--- src/rtl/bodd_pkg.sv ---
// ============================================================================
// bodd_pkg: shared types and constants for the brake onset block
// Request layouts, controller/datapath links, register indexes and sizes.
// ============================================================================
package bodd_pkg;

    localparam int RUN_LENGTH  = 300;
    localparam int MAX_SAMPLES = 65536;

    localparam int IDX_W  = 17;             // holds MAX_SAMPLES itself
    localparam int RUN_W  = 9;              // holds RUN_LENGTH up to 511
    localparam int SUM_W  = 32;
    localparam int DATA_W = 16;
    localparam int DIST_W = 48;
    localparam int DIV_STEPS = SUM_W;
    localparam int STEP_W = $clog2(DIV_STEPS);

    localparam logic [IDX_W-1:0] MAX_SAMPLES_C = IDX_W'(MAX_SAMPLES);
    localparam logic [RUN_W-1:0] RUN_LENGTH_C  = RUN_W'(RUN_LENGTH);

    // configuration register indexes
    localparam logic CFG_FORCE_THRESHOLD = 1'b0;
    localparam logic CFG_STEP_TIME       = 1'b1;

    localparam logic [DATA_W-1:0] STEP_TIME_RESET = 16'd655;

    // result status codes
    localparam logic [1:0] ST_OK       = 2'd0;
    localparam logic [1:0] ST_NEAR_END = 2'd1;
    localparam logic [1:0] ST_OVERFLOW = 2'd2;

    typedef struct packed {
        logic signed [DATA_W-1:0] accel;
        logic signed [DATA_W-1:0] velocity;
        logic        [DATA_W-1:0] pedal_force;
        logic                     last;
    } sample_t;

    typedef struct packed {
        logic        [1:0]        status;
        logic signed [DATA_W-1:0] start_velocity;
        logic signed [DATA_W-1:0] mean_decel;
        logic signed [DIST_W-1:0] brake_distance;
        logic                     onset_found;
    } result_t;

    // controller to datapath
    typedef struct packed {
        logic accept;       // take the sample request
        logic div_step;     // one quotient bit, refresh distance product
        logic out_load;     // move finished result into the output register
    } dp_cmd_t;

    // datapath to controller
    typedef struct packed {
        logic out_full;
    } dp_sts_t;

endpackage

--- src/rtl/bodd_ctrl.sv ---
// ============================================================================
// bodd_ctrl: sequencer for the brake onset block
// Accepts samples, runs the divider after a last sample, hands off the result.
// ============================================================================
module bodd_ctrl
    import bodd_pkg::*;
(
    input  logic    clk,
    input  logic    rst_n,
    input  logic    sample_valid,
    input  logic    sample_last,
    output logic    sample_stall,
    input  logic    result_stall,
    input  dp_sts_t sts,
    output dp_cmd_t cmd
);

    localparam logic [1:0] S_IDLE = 2'd0;
    localparam logic [1:0] S_DIV  = 2'd1;
    localparam logic [1:0] S_LOAD = 2'd2;

    logic [1:0]        state_reg, state_next;
    logic [STEP_W-1:0] step_reg, step_next;
    logic              can_load;

    assign sample_stall = (state_reg != S_IDLE);
    assign can_load     = !sts.out_full || !result_stall;

    always_comb
    begin
        state_next   = state_reg;
        step_next    = step_reg;
        cmd.accept   = 1'b0;
        cmd.div_step = 1'b0;
        cmd.out_load = 1'b0;
        unique case (state_reg)
            S_IDLE:
            begin
                cmd.accept = sample_valid;
                if (sample_valid && sample_last)
                begin
                    state_next = S_DIV;
                    step_next  = '0;
                end
            end
            S_DIV:
            begin
                cmd.div_step = 1'b1;
                step_next    = step_reg + 1'b1;
                if (step_reg == STEP_W'(DIV_STEPS - 1))
                    state_next = S_LOAD;
            end
            S_LOAD:
            begin
                // hold until the output register frees up
                if (can_load)
                begin
                    cmd.out_load = 1'b1;
                    state_next   = S_IDLE;
                end
            end
            default:
            begin
                state_next = S_IDLE;
            end
        endcase
    end

    always_ff @(posedge clk or negedge rst_n)
    begin
        if (!rst_n)
        begin
            state_reg <= S_IDLE;
            step_reg  <= '0;
        end
        else
        begin
            state_reg <= state_next;
            step_reg  <= step_next;
        end
    end

endmodule

--- src/rtl/bodd_dp.sv ---
// ============================================================================
// bodd_dp: datapath for the brake onset block
// Run tracking and sums per sample, restoring divider, distance multiplier.
// ============================================================================
module bodd_dp
    import bodd_pkg::*;
(
    input  logic              clk,
    input  logic              rst_n,
    input  logic              cfg_we,
    input  logic              cfg_index,
    input  logic [DATA_W-1:0] cfg_data,
    input  sample_t           sample,
    input  dp_cmd_t           cmd,
    output dp_sts_t           sts,
    output logic              result_valid,
    input  logic              result_stall,
    output result_t           result
);

    // configuration
    logic [DATA_W-1:0] force_threshold_reg;
    logic [DATA_W-1:0] step_time_reg;

    // record state
    logic [IDX_W-1:0]         idx_reg, idx_next;
    logic [RUN_W-1:0]         run_reg, run_next;
    logic                     committed_reg, committed_next;
    logic signed [SUM_W-1:0]  vsum_reg, vsum_next;
    logic signed [SUM_W-1:0]  asum_reg, asum_next;
    logic [IDX_W-1:0]         cnt_reg, cnt_next;
    logic signed [DATA_W-1:0] vbr_reg, vbr_next;
    logic signed [DATA_W-1:0] prev_reg, prev_next;
    logic [IDX_W-1:0]         last_above_reg, last_above_next;
    logic                     above_seen_reg, above_seen_next;
    logic                     ovf_reg, ovf_next;

    // end-of-record snapshot and divider
    logic [1:0]               status_reg, status_next;
    logic signed [DATA_W-1:0] sv_reg, sv_next;
    logic                     found_reg, found_next;
    logic                     neg_reg;
    logic signed [SUM_W-1:0]  vsnap_reg;
    logic [SUM_W-1:0]         quo_reg;
    logic [IDX_W-1:0]         rem_reg;
    logic [IDX_W-1:0]         dvs_reg;
    logic signed [DIST_W-1:0] dist_reg;

    logic                     out_full_reg;
    result_t                  result_reg;

    logic                     above;
    logic                     near_end;
    logic signed [SUM_W-1:0]  acc_ext, vel_ext;
    logic [IDX_W:0]           rem_shift, trial;
    logic signed [DIST_W:0]   product;
    logic [DATA_W-1:0]        q16;
    logic                     last_fire;

    assign acc_ext   = SUM_W'(sample.accel);
    assign vel_ext   = SUM_W'(sample.velocity);
    assign above     = sample.pedal_force > force_threshold_reg;
    assign last_fire = cmd.accept && sample.last;

    // per-sample record update
    always_comb
    begin
        idx_next        = idx_reg;
        run_next        = run_reg;
        committed_next  = committed_reg;
        vsum_next       = vsum_reg;
        asum_next       = asum_reg;
        cnt_next        = cnt_reg;
        vbr_next        = vbr_reg;
        prev_next       = prev_reg;
        last_above_next = last_above_reg;
        above_seen_next = above_seen_reg;
        ovf_next        = ovf_reg;
        if (!ovf_reg)
        begin
            if (idx_reg >= MAX_SAMPLES_C)
            begin
                ovf_next = 1'b1;
            end
            else
            begin
                if (!committed_reg)
                begin
                    if (above)
                    begin
                        // a new run restarts the sums
                        if (run_reg == '0)
                        begin
                            vbr_next  = (idx_reg != '0) ? prev_reg : '0;
                            vsum_next = vel_ext;
                            asum_next = acc_ext;
                            cnt_next  = IDX_W'(1);
                        end
                        else
                        begin
                            vsum_next = vsum_reg + vel_ext;
                            asum_next = asum_reg + acc_ext;
                            cnt_next  = cnt_reg + 1'b1;
                        end
                        if (run_reg < RUN_LENGTH_C)
                            run_next = run_reg + 1'b1;
                        if (run_reg >= RUN_LENGTH_C - 1'b1)
                            committed_next = 1'b1;
                        above_seen_next = 1'b1;
                        last_above_next = idx_reg;
                    end
                    else
                    begin
                        run_next = '0;
                    end
                end
                else
                begin
                    vsum_next = vsum_reg + vel_ext;
                    asum_next = asum_reg + acc_ext;
                    cnt_next  = cnt_reg + 1'b1;
                end
                prev_next = sample.velocity;
                idx_next  = idx_reg + 1'b1;
            end
        end
    end

    assign near_end = ({1'b0, last_above_next} + (IDX_W+1)'(RUN_LENGTH))
                      > {1'b0, idx_next};

    always_comb
    begin
        status_next = ST_OK;
        sv_next     = '0;
        found_next  = 1'b0;
        if (ovf_next)
        begin
            status_next = ST_OVERFLOW;
        end
        else if (committed_next)
        begin
            found_next = 1'b1;
            sv_next    = vbr_next;
        end
        else if (above_seen_next && near_end)
        begin
            status_next = ST_NEAR_END;
        end
        else
        begin
            sv_next = prev_next;
        end
    end

    // restoring divide step on magnitudes
    assign rem_shift = {rem_reg, quo_reg[SUM_W-1]};
    assign trial     = rem_shift - {1'b0, dvs_reg};
    assign product   = $signed({1'b0, step_time_reg}) * vsnap_reg;
    assign q16       = neg_reg ? (DATA_W'(0) - quo_reg[DATA_W-1:0]) : quo_reg[DATA_W-1:0];

    assign sts.out_full = out_full_reg;
    assign result_valid = out_full_reg;
    assign result       = result_reg;

    always_ff @(posedge clk or negedge rst_n)
    begin
        if (!rst_n)
        begin
            force_threshold_reg <= '0;
            step_time_reg       <= STEP_TIME_RESET;
            idx_reg             <= '0;
            run_reg             <= '0;
            committed_reg       <= 1'b0;
            vsum_reg            <= '0;
            asum_reg            <= '0;
            cnt_reg             <= '0;
            vbr_reg             <= '0;
            prev_reg            <= '0;
            last_above_reg      <= '0;
            above_seen_reg      <= 1'b0;
            ovf_reg             <= 1'b0;
            out_full_reg        <= 1'b0;
        end
        else
        begin
            if (cfg_we)
            begin
                if (cfg_index == CFG_FORCE_THRESHOLD)
                    force_threshold_reg <= cfg_data;
                else
                    step_time_reg <= cfg_data;
            end
            if (cmd.accept)
            begin
                if (sample.last)
                begin
                    // drop the record once the snapshot is taken
                    idx_reg        <= '0;
                    run_reg        <= '0;
                    committed_reg  <= 1'b0;
                    vsum_reg       <= '0;
                    asum_reg       <= '0;
                    cnt_reg        <= '0;
                    vbr_reg        <= '0;
                    prev_reg       <= '0;
                    last_above_reg <= '0;
                    above_seen_reg <= 1'b0;
                    ovf_reg        <= 1'b0;
                end
                else
                begin
                    idx_reg        <= idx_next;
                    run_reg        <= run_next;
                    committed_reg  <= committed_next;
                    vsum_reg       <= vsum_next;
                    asum_reg       <= asum_next;
                    cnt_reg        <= cnt_next;
                    vbr_reg        <= vbr_next;
                    prev_reg       <= prev_next;
                    last_above_reg <= last_above_next;
                    above_seen_reg <= above_seen_next;
                    ovf_reg        <= ovf_next;
                end
            end
            if (cmd.out_load)
                out_full_reg <= 1'b1;
            else if (!result_stall)
                out_full_reg <= 1'b0;
        end
    end

    always_ff @(posedge clk)
    begin
        if (last_fire)
        begin
            status_reg <= status_next;
            sv_reg     <= sv_next;
            found_reg  <= found_next;
            neg_reg    <= asum_next[SUM_W-1];
            quo_reg    <= asum_next[SUM_W-1] ? (SUM_W'(0) - asum_next) : asum_next;
            rem_reg    <= '0;
            dvs_reg    <= cnt_next;
            vsnap_reg  <= vsum_next;
        end
        else if (cmd.div_step)
        begin
            if (!trial[IDX_W])
            begin
                rem_reg <= trial[IDX_W-1:0];
                quo_reg <= {quo_reg[SUM_W-2:0], 1'b1};
            end
            else
            begin
                rem_reg <= rem_shift[IDX_W-1:0];
                quo_reg <= {quo_reg[SUM_W-2:0], 1'b0};
            end
            dist_reg <= product[DIST_W-1:0];
        end
        if (cmd.out_load)
        begin
            result_reg.status         <= status_reg;
            result_reg.start_velocity <= sv_reg;
            result_reg.mean_decel     <= found_reg ? q16 : '0;
            result_reg.brake_distance <= found_reg ? dist_reg : '0;
            result_reg.onset_found    <= found_reg;
        end
    end

endmodule

--- src/rtl/brake_onset_decel_distance_core.sv ---
// ============================================================================
// brake_onset_decel_distance_core: brake onset, mean decel and distance
// Tracks the pedal force run per sample and reports one result per record.
// ============================================================================
//  channel   direction  handshake                payload
//  sample    in         sample_valid/stall       sample_t (accel, velocity, force, last)
//  result    out        result_valid/stall       result_t (status .. onset_found)
//  cfg       in         cfg_we                   cfg_index, cfg_data
//
//  A sample with last low is accepted without a stall. A last sample holds off
//  the next request while the shift-subtract divider works out the mean and
//  through the load state, which waits while the output register is still full.
//  Reset clears the record and sets the registers to their defaults.
//  A pending result does not stall samples; only the divider and its hand-off do.
module brake_onset_decel_distance_core
    import bodd_pkg::*;
(
    input  logic              clk,
    input  logic              rst_n,
    input  logic              cfg_we,
    input  logic              cfg_index,
    input  logic [DATA_W-1:0] cfg_data,
    input  logic              sample_valid,
    output logic              sample_stall,
    input  sample_t           sample,
    output logic              result_valid,
    input  logic              result_stall,
    output result_t           result
);

    dp_cmd_t cmd;
    dp_sts_t sts;

    bodd_ctrl u_ctrl (
        .clk          (clk),
        .rst_n        (rst_n),
        .sample_valid (sample_valid),
        .sample_last  (sample.last),
        .sample_stall (sample_stall),
        .result_stall (result_stall),
        .sts          (sts),
        .cmd          (cmd)
    );

    bodd_dp u_dp (
        .clk          (clk),
        .rst_n        (rst_n),
        .cfg_we       (cfg_we),
        .cfg_index    (cfg_index),
        .cfg_data     (cfg_data),
        .sample       (sample),
        .cmd          (cmd),
        .sts          (sts),
        .result_valid (result_valid),
        .result_stall (result_stall),
        .result       (result)
    );

endmodule

--- config.mk ---
export PLATFORM = sky130hd
export DESIGN_NAME = brake_onset_decel_distance_core
export DESIGN_NICKNAME = d
export VERILOG_FILES = /design/src/rtl/bodd_pkg.sv /design/src/rtl/bodd_ctrl.sv /design/src/rtl/bodd_dp.sv /design/src/rtl/brake_onset_decel_distance_core.sv
export SDC_FILE = /design/constraint.sdc
export NUM_CORES = 2
export LEC_CHECK = 0
export BUFFER_PORTS_ARGS = -buffer_cell sky130_fd_sc_hd__buf_2
export CAP_MARGIN = 40
export CORE_ASPECT_RATIO = 1.4
export CORE_MARGIN = 1
export CORE_UTILIZATION = 55
export DETAILED_ROUTE_END_ITERATION = 6
export GPL_TIMING_DRIVEN = 0
export MAX_ROUTING_LAYER = met4
export PLACE_DENSITY = 0.72
export SYNTH_ARGS = -nofsm -noshare
export SYNTH_HDL_FRONTEND = slang
export SYNTH_SLANG_ARGS = --single-unit
--- constraint.sdc ---
create_clock -name clk -period 10.5 [get_ports clk]
set_input_delay 2.625 -clock clk [delete_from_list [all_inputs] [get_ports clk]]
set_output_delay 2.625 -clock clk [all_outputs]
set_load 0.01 [all_outputs]
==> results.py <==
metrics = {
    "die": {
        "die-area_mm2": 0.0775,
        "top_level_ports": 156,
        "die_x_um": 236,
        "coreArea_mm2": 0.0753,
        "die_y_um": 329,
        "fp-row-count": 119,
        "initial_core_util": 0.557,
    },
    "timing": {
        "tightest_slew_ns": 1.03,
        "rsz0062_at_grt": "false",
        "finalHoldViolations": 0,
        "drv_slew": 0,
        "fmax_ghz": 0.100,
        "min_period_ns": 9.96,
        "setup_viol": 0,
        "period_share": 0.949,
        "timing.hold.ws_ns": 0.420,
        "finalClockSkew_ns": 0.0441,
        "relSlewSlack": 0.313,
    },
    "clock_network": {
        "cts_buffer_depth": 3,
        "clk_pin_slew_worst_paths_ns": 0.06,
        "cts_inserted_buffers": 49,
        "clock_latency_ns": 0.65,
        "cts_max_level": 2,
        "cts_tree": "built",
        "cts_sinks": 448,
        "clockRootBuffer": "clkbuf_16",
    },
    "synth": {
        "synth_area_mm2": 0.0420,
        "async_reset_ff_frac": 0.444,
        "synthesis.nets": 5201,
        "synthFlopType": "edfxtp_1",
        "ys_seq_area_frac": 0.293,
        "syn-instance-count": 4407,
        "synth-edff-count": 232,
        "synth_cell_type_count": 94,
        "yosys_warnings": 0,
        "avgSynthCellArea_um2": 9.53,
        "ys_ff_latch": 448,
    },
    "worst_hold_path": {
        "holdCritPathClass": "reg -> reg",
        "worstHoldPathCells": 0,
    },
    "worst_setup_path": {
        "critical_path_required_ns": 10.96,
        "crit_family": "compound AO/OA/AOI/OAI gates",
        "ff2ff_path_depth": 30,
        "start_kind": "input port",
        "critPathBufInv": 5,
        "cp.depth": 30,
        "crit_type": "in -> reg",
        "worstSetupEndpointType": "flip-flop",
        "slowest_delay_ns": 0.72,
        "worst-path-max-fanout": 10,
        "cp_slowest_cell": "o211ai_1",
        "worst_ep_arrival_time_ns": 10.42,
    },
    "placement": {
        "portBuffers": 155,
        "hpwl_um": 94200,
        "place_congestion": 1.00,
        "placed_area_mm2": 0.0443,
    },
    "layout": {
        "layout-drive-gt1-share": 0.0674,
        "nets": 5425,
        "final_cell_mix": "664 x nand2_1, 598 x inv_1, 487 x fa_1",
        "n_fill_cell": 6467,
        "largest_reg_flops": 83,
        "final_common_cell": "nand2_1",
        "utilization": 0.610,
        "ff_latch_area_mm2": 0.0123,
        "multiInputGateArea_mm2": 0.0267,
        "final_area_mm2": 0.0459,
        "area_growth_pct": 9.42,
    },
    "job": {
        "max_cap_viol_count": 0,
    },
    "route": {
        "vias": 32956,
        "drtPass1Iterations": 5,
        "ant_nets": 0,
        "drt-met1-wl_um": 43200,
        "wl_per_cell_um": 21.0,
        "drc": 0,
        "top_layer": "met4",
        "wirelength_um": 118000,
        "drtIter0Drc": 2271,
        "dr_wl_met2_um": 59700,
        "met3_length_um": 7510,
        "routed_via_density": 5.84,
    },
    "global_routing": {
        "antenna_found_initial": 2,
        "grt_max_degree": 100,
        "overflow": 0,
        "grt_use_total": 0.323,
        "grt_pass1_vias": 34325,
        "grt_pass1_wl_um": 187000,
    },
    "status": {
        "status": "complete, no violations",
    },
}
## area by class of cell
cell class              count  area share
multi-input cells        3162       0.581
inverters                 602      0.0492
clock buffers              66      0.0299
well taps                 968      0.0264
clock inverters            26     0.00629
diodes                      3    0.000163
repair buffers            173      0.0230
flip-flops and latches    448       0.268
plain buffers             195      0.0160
## Yosys cell counts, types with 9 or more instances
cell type  number  share of area
a31oi_1        23         0.0034
edfxtp_1      232           0.17
and2_1        270          0.040
nor4_1         10         0.0015
clkbuf_1      181          0.016
dfrtp_1       193           0.12
o21a_1         20         0.0036
or3_1          10         0.0015
mux2i_1        33         0.0079
o22ai_1        12         0.0018
nand3_1        55         0.0066
nor2_1        126          0.011
xnor2_1       128          0.027
and3_1         46         0.0069
a22o_1         61          0.013
inv_1         600          0.054
o21ai_0       295          0.035
fa_1          487           0.23
o21ai_1        38         0.0045
o211ai_1       10         0.0018
nand2b_1       31         0.0046
a21o_1         65          0.012
buf_1          12         0.0011
a21oi_1       176          0.021
ha_1          236          0.070
o21bai_1       12         0.0021
a211oi_1        9         0.0016
nand4_1        18         0.0027
nor3_1         31         0.0037
o31ai_1        20         0.0036
xor2_1         62          0.013
dfxtp_1        17         0.0081
mux2_2         17         0.0046
nor2b_1        19         0.0028
nand2_1       664          0.059
a22oi_1        38         0.0068
## worst reg2reg max path, delay by kind of cell (launching register included)
family / cells / cell delay (ns)
buf+inv: 5 / 1.78
simple gates: 7 / 1.24
xor+xnor: 1 / 0.13
compound gates: 13 / 3.52
flops: 1 / 0.36
fa+ha+maj: 3 / 0.81
mux: 1 / 0.25
## timing repair
action	4_1_cts	5_1_grt
endpoints found under the setup margin	0	6
buffers inserted	0	0
resized for setup	0	1
hold buffers	0	0
## logic make-up (layout without fill, tap and decap cells)
kind of cell / after synthesis / after routing / share of synthesized area
DFF: 448 / 448 / 0.293
other: 0 / 3 / 0
muxes: 50 / 50 / 0.0124
xor gates and xnor gates: 190 / 190 / 0.0396
adders and majority gates: 723 / 723 / 0.303
buffers and inverters: 797 / 1062 / 0.0713
and+or+nand+nor: 1327 / 1327 / 0.150
AOI/OAI and AO/OA: 872 / 872 / 0.131
## path summary, 6_finish.rpt
check / slack (ns) / startpoint / endpoint
max in group asynchronous: 7.53 / rst_n / u_dp.last_above_reg[5]
setup reg to reg: 2.23 / u_dp.force_threshold_reg[1] / u_dp.sv_reg[12]
hold / removal: 0.42 / u_dp.sv_reg[15] / u_dp.result[80]
setup / recovery: 0.54 / sample[2] / u_dp.sv_reg[12]
min in group asynchronous: 1.79 / rst_n / u_dp.result_valid
hold reg to reg: 0.42 / u_dp.sv_reg[15] / u_dp.result[80]
## routing by layer
layer	track usage	up-vias
met5	-	-
met4	0.183	0
met3	0.0470	374
met2	0.560	1195
met1	0.357	16389
li1	-	14998
## per-stage QoR
step | TNS [ns] | instances | setup slack [ns]
final | 0 | 5643 | 0.540
after global routing | 0 | 5642 | 0.106
after CTS | 0 | 5640 | 0.705
after detailed placement | 0 | 5548 | 0.115
after global placement | -0.673 | 5530 | -0.0971
after floorplan | 0 | 4407 | 2.05
Power is left out: the tool's default activity adds up to more than one toggle a clock period on the data nets, which glitch-free logic cannot reach.
